==> config.mk <==
export PLATFORM = sky130hd
export DESIGN_NAME = streaming_substring_finder
export DESIGN_NICKNAME = d
export VERILOG_FILES = /design/src/hdl/ssf_pkg.sv /design/src/hdl/ssf_cell.sv /design/src/hdl/streaming_substring_finder.sv
export SDC_FILE = /design/constraint.sdc
export NUM_CORES = 1
export LEC_CHECK = 0
export BUFFER_PORTS_ARGS = -buffer_cell sky130_fd_sc_hd__buf_4
export CAP_MARGIN = 10
export CORE_ASPECT_RATIO = 0.7
export CORE_MARGIN = 5
export CORE_UTILIZATION = 25
export CTS_BUF_LIST = sky130_fd_sc_hd__clkbuf_8
export CTS_CLUSTER_DIAMETER = 50
export DETAILED_ROUTE_END_ITERATION = 10
export PLACE_DENSITY = 0.38
export SYNTH_ARGS = -nofsm -noshare
export SYNTH_HDL_FRONTEND = slang
export SYNTH_SLANG_ARGS = --single-unit
==> constraint.sdc <==
create_clock -name aclk -period 11.5 [get_ports aclk]
set_clock_uncertainty 0.1 [all_clocks]
set_input_delay 1.15 -clock aclk [delete_from_list [all_inputs] [get_ports aclk]]
set_output_delay 1.15 -clock aclk [all_outputs]
set_load 0.03 [all_outputs]
==> src/hdl/ssf_pkg.sv <==
// ----------------------------------------------------------------------------
// ssf_pkg: shared definitions for the streaming substring finder
// Register indexes, default sizes, the cell control word and the ASCII
// case-folding function used by the top level and by every cell.
// ----------------------------------------------------------------------------
package ssf_pkg;

    localparam int PATTERN_MAX_DEF   = 8;
    localparam int POSITION_BITS_DEF = 16;

    // Fixed field widths of the ports and of the length register
    localparam int CHAR_W        = 8;
    localparam int MATCH_START_W = 16;
    localparam int CFG_DATA_W    = 64;
    localparam int CFG_INDEX_W   = 2;
    localparam int LENGTH_REG_W  = 4;

    // Configuration register indexes
    localparam logic [CFG_INDEX_W-1:0] CFG_PATTERN_BYTES  = 2'd0;
    localparam logic [CFG_INDEX_W-1:0] CFG_PATTERN_LENGTH = 2'd1;
    localparam logic [CFG_INDEX_W-1:0] CFG_CASE_EXACT     = 2'd2;

    // Broadcast from the top level to every cell of the chain
    typedef struct packed {
        logic              advance;     // take the current text byte
        logic              clear;       // drop all partial matches
        logic              case_exact;  // 1: no folding of the pattern byte
        logic [CHAR_W-1:0] text_char;   // already folded text byte
    } ssf_cell_ctrl_t;

    // Fold ASCII upper case to lower case unless exact compare is selected
    function automatic logic [CHAR_W-1:0] fold_char(input logic [CHAR_W-1:0] c,
                                                     input logic exact);
        logic [CHAR_W-1:0] r;
        r = c;
        if (!exact && (c inside {[8'h41:8'h5A]})) begin
            r = c + 8'h20;
        end
        return r;
    endfunction

endpackage

==> src/hdl/ssf_cell.sv <==
// ----------------------------------------------------------------------------
// ssf_cell: one position of the partial-match chain
// Holds one partial-match bit: set when the last k+1 text bytes equal the
// first k+1 pattern bytes. Takes the bit of its left neighbor each byte.
// ----------------------------------------------------------------------------
module ssf_cell (
    input  logic                           aclk,
    input  logic                           aresetn,
    input  ssf_pkg::ssf_cell_ctrl_t        ctrl,
    input  logic                           active,       // cell lies inside pattern length
    input  logic [ssf_pkg::CHAR_W-1:0]     pattern_char,
    input  logic                           prev_match,   // neighbor's registered bit
    output logic                           match_next,   // bit for the current byte
    output logic                           match_reg
);

    logic char_equal;

    assign char_equal = (ssf_pkg::fold_char(pattern_char, ctrl.case_exact) == ctrl.text_char);
    assign match_next = prev_match & active & char_equal;

    always_ff @(posedge aclk) begin
        if (!aresetn) begin
            match_reg <= 1'b0;
        end else if (ctrl.clear) begin
            match_reg <= 1'b0;
        end else if (ctrl.advance) begin
            match_reg <= match_next;
        end
    end

endmodule

==> src/hdl/streaming_substring_finder.sv <==
// ----------------------------------------------------------------------------
// streaming_substring_finder: first-occurrence search of a short pattern
// Text bytes stream in one word at a time, the final byte of a text marked
// by s_text_last. The block reports the start of the first occurrence of a
// pattern of up to PATTERN_MAX bytes (exact or ASCII case-insensitive), or,
// on the last byte of a text without a match, one not-found word; then it
// clears for the next text. An empty pattern matches at position 0. The
// position counter saturates at 2^POSITION_BITS-1 and a match completing
// on a byte seen at saturation is not reported. Overlapping candidates are
// all tracked by a chain of PATTERN_MAX cells, each holding one partial-
// match bit and passing it to its neighbor every byte. One text byte is
// taken per clock cycle while the result slot is free or being drained;
// a result enters the output register in the cycle after the byte causing it.
// Configuration writes take effect at once and are accepted every cycle.
// ----------------------------------------------------------------------------
module streaming_substring_finder #(
    parameter int PATTERN_MAX   = ssf_pkg::PATTERN_MAX_DEF,
    parameter int POSITION_BITS = ssf_pkg::POSITION_BITS_DEF
) (
    input  logic                                aclk,
    input  logic                                aresetn,
    // configuration write channel
    input  logic                                cfg_valid,
    output logic                                cfg_ready,
    input  logic [ssf_pkg::CFG_INDEX_W-1:0]     cfg_index,
    input  logic [ssf_pkg::CFG_DATA_W-1:0]      cfg_data,
    // text input
    input  logic                                s_valid,
    output logic                                s_ready,
    input  logic [ssf_pkg::CHAR_W-1:0]          s_text_char,
    input  logic                                s_text_last,
    // result output
    output logic                                m_valid,
    input  logic                                m_ready,
    output logic                                m_match_found,
    output logic [ssf_pkg::MATCH_START_W-1:0]   m_match_start
);

    localparam int LEN_W = $clog2(PATTERN_MAX + 1);

    // configuration registers
    logic [ssf_pkg::CFG_DATA_W-1:0]   pattern_bytes_reg;
    logic [ssf_pkg::LENGTH_REG_W-1:0] pattern_length_reg;
    logic                             case_exact_reg;

    // search state
    logic [PATTERN_MAX-1:0]   partial_reg;
    logic [PATTERN_MAX-1:0]   partial_next;
    logic [POSITION_BITS-1:0] pos_reg;
    logic [POSITION_BITS-1:0] pos_next;
    logic                     found_reg;
    logic                     found_next;

    // output register
    logic                                m_valid_reg;
    logic                                m_valid_next;
    logic                                m_match_found_reg;
    logic [ssf_pkg::MATCH_START_W-1:0]   m_match_start_reg;

    logic                            accept;
    logic [LEN_W-1:0]                len_eff;
    logic                            len_zero;
    logic [PATTERN_MAX-1:0]          cell_active;
    logic                            tail_hit;
    logic                            pos_sat;
    logic                            hit;
    logic                            emit;
    logic [POSITION_BITS-1:0]        start_pos;
    logic [POSITION_BITS+ssf_pkg::MATCH_START_W-1:0] start_ext;
    ssf_pkg::ssf_cell_ctrl_t         cell_ctrl;

    // ------------------------------------------------------------------
    // Configuration: always ready, writes land at once
    // ------------------------------------------------------------------
    assign cfg_ready = 1'b1;

    always_ff @(posedge aclk) begin
        if (!aresetn) begin
            pattern_bytes_reg  <= '0;
            pattern_length_reg <= '0;
            case_exact_reg     <= 1'b1;
        end else if (cfg_valid && cfg_ready) begin
            case (cfg_index)
                ssf_pkg::CFG_PATTERN_BYTES:  pattern_bytes_reg  <= cfg_data;
                ssf_pkg::CFG_PATTERN_LENGTH:
                    pattern_length_reg <= cfg_data[ssf_pkg::LENGTH_REG_W-1:0];
                ssf_pkg::CFG_CASE_EXACT:     case_exact_reg     <= cfg_data[0];
                default: ;  // unknown index: drop the write
            endcase
        end
    end

    // Clamp an oversized length to the chain size
    assign len_eff = (pattern_length_reg > ssf_pkg::LENGTH_REG_W'(PATTERN_MAX))
                     ? LEN_W'(PATTERN_MAX) : LEN_W'(pattern_length_reg);
    assign len_zero = (len_eff == '0);

    // ------------------------------------------------------------------
    // Handshake: a new byte is taken whenever the output slot is free or
    // is being drained in the same cycle
    // ------------------------------------------------------------------
    assign s_ready = !m_valid_reg || m_ready;
    assign accept  = s_valid && s_ready;

    // Advance the chain only while searching a non-empty pattern; clear
    // it after the last byte of a text
    assign cell_ctrl.advance    = accept && !found_reg && !len_zero;
    assign cell_ctrl.clear      = accept && s_text_last;
    assign cell_ctrl.case_exact = case_exact_reg;
    assign cell_ctrl.text_char  = ssf_pkg::fold_char(s_text_char, case_exact_reg);

    // ------------------------------------------------------------------
    // Cell chain: cell 0 always sees a matched empty prefix
    // ------------------------------------------------------------------
    genvar k;
    generate
        for (k = 0; k < PATTERN_MAX; k++) begin : g_cell
            assign cell_active[k] = (LEN_W'(k) < len_eff);
            ssf_cell u_cell (
                .aclk         (aclk),
                .aresetn      (aresetn),
                .ctrl         (cell_ctrl),
                .active       (cell_active[k]),
                .pattern_char (pattern_bytes_reg[ssf_pkg::CHAR_W*k +: ssf_pkg::CHAR_W]),
                .prev_match   ((k == 0) ? 1'b1 : partial_reg[(k == 0) ? 0 : k-1]),
                .match_next   (partial_next[k]),
                .match_reg    (partial_reg[k])
            );
        end
    endgenerate

    // Pick the bit of the last pattern byte
    always_comb begin
        tail_hit = 1'b0;
        for (int i = 0; i < PATTERN_MAX; i++) begin
            if (LEN_W'(i + 1) == len_eff) begin
                tail_hit = partial_next[i];
            end
        end
    end

    assign pos_sat = &pos_reg;

    // Match start: current position minus pattern length plus one
    assign start_pos = pos_reg - POSITION_BITS'(len_eff) + POSITION_BITS'(1);
    assign start_ext = {{ssf_pkg::MATCH_START_W{1'b0}}, start_pos};

    // ------------------------------------------------------------------
    // Search state and result
    // ------------------------------------------------------------------
    always_comb begin
        hit          = accept && !found_reg && (len_zero || (tail_hit && !pos_sat));
        emit         = hit || (accept && s_text_last && !found_reg);
        pos_next     = pos_reg;
        found_next   = found_reg;
        m_valid_next = m_valid_reg;

        if (accept) begin
            if (!pos_sat) begin
                pos_next = pos_reg + POSITION_BITS'(1);
            end
            if (hit) begin
                found_next = 1'b1;
            end
            // End of text: restart position and found flag
            if (s_text_last) begin
                pos_next   = '0;
                found_next = 1'b0;
            end
        end

        if (emit) begin
            m_valid_next = 1'b1;
        end else if (m_ready) begin
            m_valid_next = 1'b0;
        end
    end

    always_ff @(posedge aclk) begin
        if (!aresetn) begin
            pos_reg     <= '0;
            found_reg   <= 1'b0;
            m_valid_reg <= 1'b0;
        end else begin
            pos_reg     <= pos_next;
            found_reg   <= found_next;
            m_valid_reg <= m_valid_next;
        end
    end

    // Result payload: load with each new result word
    always_ff @(posedge aclk) begin
        if (emit) begin
            m_match_found_reg <= hit;
            m_match_start_reg <= (hit && !len_zero)
                                 ? start_ext[ssf_pkg::MATCH_START_W-1:0] : '0;
        end
    end

    assign m_valid       = m_valid_reg;
    assign m_match_found = m_match_found_reg;
    assign m_match_start = m_match_start_reg;

    // ------------------------------------------------------------------
    // Assertions
    // ------------------------------------------------------------------
    // The last byte of a text leaves the search state fully cleared
    a_clear_on_last: assert property (@(posedge aclk) disable iff (!aresetn)
        (accept && s_text_last) |=> (pos_reg == '0) && (partial_reg == '0) && !found_reg)
        else $error("state not cleared after last text byte");

    // Once the match is reported, the chain stays frozen for the text
    a_frozen_after_found: assert property (@(posedge aclk) disable iff (!aresetn)
        (found_reg && !(accept && s_text_last)) |=> $stable(partial_reg))
        else $error("partial matches changed after match was found");

    // A not-found word follows only the last byte of a text
    a_notfound_on_last: assert property (@(posedge aclk) disable iff (!aresetn)
        (accept && !s_text_last) |=> (!m_valid_reg || m_match_found_reg))
        else $error("not-found result without last byte");

    // Within a text the position never moves backward
    a_pos_monotonic: assert property (@(posedge aclk) disable iff (!aresetn)
        (accept && !s_text_last) |=> (pos_reg >= $past(pos_reg)) && (pos_reg != '0))
        else $error("text position went backward");

endmodule

After elaboration in Yosys (flattened, before gate mapping)
Index checks and enable logic that the tools add are counted.
- flip-flop bits (word level): 111
- latch bits: 0
- bits in writable memories: 0
- memory bits (read-only): 0
- input port bits: 80
- logic and storage cells: 158
- memories: 0
- add/subtract/negate cells: 12
- multiply operators: 0
- divide/modulo/power cells: 0
- magnitude comparators: 27
- equal/unequal tests: 19
- shift operators: 0
- mux-type cells: 24
- bitwise logic cells: 16
- reductions and logical operators: 45
- operators with widths (kind ; number):
    $add A8 B6 Y8 const B ; 9
    $ge A8 B7 Y1 const B ; 9
    $le A8 B7 Y1 const B ; 9
    $mux W8 ; 9
    $eq A8 B8 Y1 ; 8
    $add A16 B1 Y16 const B ; 2
    $mux W16 ; 2
    $logic_and A1 B1 Y1 ; 26
    $eq A3 B4 Y1 const A ; 4
    $lt A3 B4 Y1 const A ; 4
    $reduce_and A16 Y1 ; 1
    $sub A16 B4 Y16 ; 1
    $and A1 B1 Y1 ; 15
    $mux W1 ; 12
    $reduce_and A2 Y1 ; 5
    $eq A2 B4 Y1 const A ; 2
    $lt A1 B4 Y1 const A ; 2
    $lt A2 B4 Y1 const A ; 2
    $logic_not A1 Y1 ; 5
    $eq A1 B4 Y1 const A ; 1
    $eq A4 B4 Y1 const A ; 1
    $gt A4 B4 Y1 const B ; 1
    $logic_not A4 Y1 ; 1
    $mux W4 ; 1
    8 further kinds ; 11

Logic depth before layout (Yosys ltp)
- word-level depth: 19
- gate-level depth with buffers: 17

Modules after synthesis
From an unflattened synthesis, not the netlist that was laid out.
- cell total of the unflattened synthesis: 834
- area total of the unflattened synthesis: 7450.9 sq um
- modules (own cells, without submodules) (module ; times used ; cells an instance ; area an instance (sq um) ; sequential area each (sq um)):
    streaming_substring_finder ; 1 ; 594 ; 5278.8 ; 2252.2
    ssf_cell ; 8 ; 30 ; 271.5 ; 20.0

Worst setup path before layout
No wires, ideal clock.
- path type: input to register
- start: input port s_text_char[1] (netlist name)
- end: register m_match_found_reg, in the netlist m_match_found, enable pin
- library setup time: 0.418 ns
- arrival: 4.519 ns
- required time: 10.982 ns
- path slack: 6.464 ns
- cell stages on the path: 11
- buffers on the path: 2
- cells stage by stage: buf_6 nor3_2 a21oi_4 a41oi_1 buf_6 xor2_1 or4_4 o221a_1 nand4_2 a31oi_1 a211oi_1
- word-level cells in the longest chain between the ends: 18
- elaborated cells between the ends (all ways): 34
- classes of those cells: 1 x add/sub; 2 x order compare; 8 x eq/ne; 9 x mux; 8 x bitwise; 6 x reduce/logical
- RTL lines (element ; RTL line ; RTL):
    start: declaration ; streaming_substring_finder.sv:30 ; input logic [ssf_pkg::CHAR_W-1:0] s_text_char,
    $ge A8 B7 Y1 / $le A8 B7 Y1 (equally long branches) ; ssf_pkg.sv:36 ; if (!exact && (c inside {[8'h41:8'h5A]})) begin
    $logic_and A1 B1 Y1 (2 in a row) ; ssf_pkg.sv:36 ;
    $mux W8 (*) ; ssf_pkg.sv:36 ;
    $eq A8 B8 Y1 ; ssf_cell.sv:19 ; assign char_equal = (ssf_pkg::fold_char(pattern_char, ctrl.case_exact) == ctrl.text_char);
    $and A1 B1 Y1 ; ssf_cell.sv:20 ; assign match_next = prev_match & active & char_equal;
    $mux W1 (7 in a row) ; streaming_substring_finder.sv:136 ; if (LEN_W'(i + 1) == len_eff) begin
    $mux W1 (*) ; streaming_substring_finder.sv:136 ;
    $logic_and A1 B1 Y1 (*) ; streaming_substring_finder.sv:152 ; hit = accept && !found_reg && (len_zero || (tail_hit && !pos_sat));
    $logic_or A1 B1 Y1 (*) ; streaming_substring_finder.sv:152 ;
    $logic_and A1 B1 Y1 (*) ; streaming_substring_finder.sv:152 ;
    $logic_or A1 B1 Y1 (*) ; streaming_substring_finder.sv:153 ; emit = hit || (accept && s_text_last && !found_reg);
    named net emit ; streaming_substring_finder.sv:67 ; logic emit;
    end signal: assignment ; streaming_substring_finder.sv:194 ; m_match_found_reg <= hit;
    end: declaration ; streaming_substring_finder.sv:57 ; logic m_match_found_reg;
The timed path passes the listed nets; every way through them passes the cells marked *.
A chain may end at the register's enable or synchronous reset.

Worst setup path after layout
- start: register pattern_length_reg[2] (netlist name)
- end: register m_match_start_reg, in the netlist m_match_start[14] (data pin)
- word-level cells in the longest chain between the ends: 16
- elaborated cells between the ends (all ways): 49
- classes of those cells: 2 x add/sub; 9 x order compare; 8 x eq/ne; 9 x mux; 15 x bitwise; 6 x reduce/logical
- RTL lines (element ; RTL line ; RTL):
    start: declaration ; streaming_substring_finder.sv:43 ; logic [ssf_pkg::LENGTH_REG_W-1:0] pattern_length_reg;
    start signal: assignment ; streaming_substring_finder.sv:86 ; pattern_length_reg <= cfg_data[ssf_pkg::LENGTH_REG_W-1:0];
    $gt A4 B4 Y1 ; streaming_substring_finder.sv:94 ; assign len_eff = (pattern_length_reg > ssf_pkg::LENGTH_REG_W'(PATTERN_MAX))
    $mux W4 (*) ; streaming_substring_finder.sv:95 ; ? LEN_W'(PATTERN_MAX) : LEN_W'(pattern_length_reg);
    $lt A1 B4 Y1 ; streaming_substring_finder.sv:118 ; assign cell_active[k] = (LEN_W'(k) < len_eff);
    $and A1 B1 Y1 ; ssf_cell.sv:20 ;
    $mux W1 / $and A1 B1 Y1 (equally long branches) ; streaming_substring_finder.sv:136, ssf_cell.sv:20 ;
    $mux W1 (7 in a row) ; streaming_substring_finder.sv:136 ;
    $logic_and A1 B1 Y1 ; streaming_substring_finder.sv:152 ;
    $logic_or A1 B1 Y1 ; streaming_substring_finder.sv:152 ;
    $logic_and A1 B1 Y1 ; streaming_substring_finder.sv:152 ;
    $logic_and A1 B1 Y1 ; streaming_substring_finder.sv:195 ; m_match_start_reg <= (hit && !len_zero)
    end signal: assignment ; streaming_substring_finder.sv:195 ;
    end: declaration ; streaming_substring_finder.sv:58 ; logic [ssf_pkg::MATCH_START_W-1:0] m_match_start_reg;
Mark *: on every way between the ends. The rest lies on a longest branch, timed or not.

==> summary.md <==
| Metric | Value |
|---|---|
| Outcome | `finished clean` |
| Filler cells | `2933` |
| Main combinational cell family by area after synthesis | `simple AND/OR/NAND/NOR gates` |
| DR vias | `5618` |
| WL per Instance | `around 16 um` |
| Flop-to-flop setup slack | `~7400 ps` |
| Post-CTS Setup Inserts | `0` |
| Setup_tns | `0 ps` |
| H-Tree Depth | `3` |
| Worst slew margin | `~41%` |
| Nets | `1002` |
| Synthesized area | `6733 sq um` |
| Worst Hold Path EP | `g_cell[3].u_cell.match_reg` |
| CTS root buf | `clkbuf_8` |
| Compound-Gate Fraction of Synth Area | `between 15 and 20%` |
| Maxcap violations | `0` |
| Count of antenna diodes in the layout | `0` |
| Cell Pwr Density | `around 100 nW/um^2` |
| Final setup fails | `0` |
| Synth area leaders | `dfxtp_1, nand2_1, edfxtp_1` |
| Worst-margin pin slew | `873.0 ps` |
| Routability cong. | `0.7867` |
| Worst hold path depth | `2` |
| Worst hold-check path type | `reg2reg` |
| Die area | `30370 sq um` |
| Commonest non-fill, non-tap cell in the layout | `nand2_1` |
| Final Hold Vio Count | `0` |
| Clock sinks | `111` |
| Worst path required time | `around 12000 ps` |
| R2r endpoint | `m_match_start[14]` |
| RR Startpoint | `pattern_length_reg[2]` |
| Crit. End Element | `flip-flop` |
| Final worst path period share | `35.35%` |
| Leak pwr | `~3.0 nW` |
| FP Rows | `50` |
| FFs w/ async S/R, synth | `0%` |
| Synthesized netlist cell count | `807` |
| Synth Register Bits | `111` |
| YS warnings | `0` |
| Resize count post-CTS | `0` |
| R2R depth | `13` |
| Chip width | `206.1 um` |
| Clk buf depth | `2` |
| Die Span Y | `147.3 um` |
| Port Buf Inserts | `98` |
| Achievable Freq | `246.0 MHz` |
| Post-route ant nets | `0` |
| DP Area | `7764 sq um` |
| Synth area leader | `dfxtp_1` |
| XOR/XNOR share of the synthesized area | `between 10 and 15%` |
| Synth top area share | `27.95%` |
| Fin cells | `1251` |
| Final min period | `~4000 ps` |
| Final design utilization | `29.88%` |
| Fraction of layout cells with a size suffix above 1 | `between 10% and 20%` |
| Total iterations of the first detailed-routing run | `7` |
| Final WL | `19820 um` |
| Drt drc | `0` |
| Global route total overflow | `0` |
| Unrepaired setup endpoints after global routing | `no` |
| CORE AREA | `26650 sq um` |
| Cell variety after synth | `62` |
| DR iter-0 viols | `about 250` |
| Largest register FFs | `64` |
| Total Power | `0.7999 mW` |
| Most frequent cells in the layout | `nand2_1, buf_4, dfxtp_1` |
| Skew-Pair Late Insertion Delay | `400 ps` |
| Syn avg cell area | `8.343 sq um` |
| Vias per std cell | `4.491` |
| Max IR drop VDD | `0.06522 mV` |
| Worst setup SP type | `flip-flop` |
| DPL Wire Length | `15050 um` |
| Post-synth EDFFs | `17` |
| Crit Path Class | `reg2reg` |
| Adder-cell share of the synthesized area | `7.545%` |
| First-pass GRT wire length | `31730 um` |
| Initial antenna violation count | `0` |
| Register area share after synthesis | `35.53%` |
| Ys flop type | `dfxtp_1` |
| Pin count of the biggest net entering global routing | `73` |
| Gr usage total | `13.30%` |
| Critical path arrival | `~4200 ps` |
| Number of CTS-inserted buffers | `9` |
| Cts-stage hold buffer count | `0` |
| Design Area, Final | `~8000 sq um` |
| Initial Util | `25.26%` |
| Simple-Gate Fraction of Synth Area | `21.65%` |
| Io pins | `100` |
| Clk slew on worst S/H paths | `110 ps` |
| Beginning of the worst hold path | `g_cell[3].u_cell.match_reg` |
| Final Max Tran Viols | `0` |
| Crit-path max FO | `7` |
| Number of global-route vias before repair | `5503` |
| Area Growth Syn to Fin | `18.27%` |
| TritonCTS clock tree | `yes` |
| Syn nets | `927` |
| Multiplexer area fraction after synthesis | `~1.0%` |
| Placed Cells | `1235` |
## worst max-delay path: stages (launching register included)
cell      delay (ps)
dfxtp_1          480
nor2b_1          260
inv_1            120
ha_1             320
ha_1             300
a21o_1           180
a21o_1           190
a21oi_1          200
o21ai_0          150
and4_1           220
a311oi_1         380
a21oi_1          200
or4b_2           640
a31oi_1          180
## cell type report
type	instances	area, sq um	area share [%]
Inverter	44	165.2	2.074
Clock inverter	7	75.07	0.9428
Clock buffer	9	123.9	1.556
Timing Repair Buffer	102	765.7	9.617
Tap cell	364	455.4	5.720
Sequential cell	111	2392	30.04
Multi-Input combinational cell	614	3985	50.05
## cell usage after synthesis, drive strengths merged, types with 3 or more instances
library cell and count:
a41oi 9, inv 44, dfxtp 94, buf 9, nor3b 8, nand3 12, nor2b 9, a31oi 19
xnor2 46, ha 39, or4 3, nand2 158, nor2 59, nand4 15, nand3b 3, xor2 42
a21boi 64, a21o 12, a21oi 27, edfxtp 17, clkbuf 29, nand2b 3, nor3 25, o21ai 10
nor4 9, mux2i 7
## logic make-up (layout without fill, tap and decap cells)
family                     after synthesis  in the layout
AOI/OAI and AO/OA                      162            162
and+or+nand+nor                        316            316
muxes                                    7              7
buffers and inverters                   82            162
other                                    1              1
xor gates and xnor gates                88             88
DFF                                    111            111
adders and majority gates               40             40
## worst max-delay path by stage
stage,end,start,slack (ps),cells past startpoint
finish,m_match_start[14],pattern_length_reg[2],7440,13
floorplan,m_match_found,s_text_char[1],6460,11
CTS,m_match_start[14],pattern_length_reg[2],7410,13
global route,m_match_start[14],pattern_length_reg[1],7150,14
global placement,m_match_start[4],s_text_char[1],7150,12
detailed placement,m_match_start[7],s_text_char[1],7130,11
## per-layer routing
metal | global-route usage [%] | part of all wire (%) | vias up
met3 | 2.670 | 4.3 | 10
li1 | - | - | 2924
met1 | 22.26 | 59 | 2581
met4 | 2.892 | 0.83 | 0
met5 | 0 | 0 | -
met2 | 16.79 | 36 | 103
## stage by stage
stage / hold WS, ps / setup WS, ps
3_3_place_gp: 348.2 / 7153
5_1_grt: 384.8 / 7145
2_1_floorplan: 332.2 / 6464
6_report: 367.3 / 7435
3_5_place_dp: 348.4 / 7131
4_1_cts: 365.6 / 7408
## power by group
| part | switching (mW) | total [mW] | internal [mW] |
|---|---|---|---|
| Sequential | 0.0162 | 0.424 | 0.408 |
| Clock | 0.146 | 0.247 | 0.101 |
| Combinational | 0.0703 | 0.128 | 0.0579 |
Power figures use the tool's default switching activity.
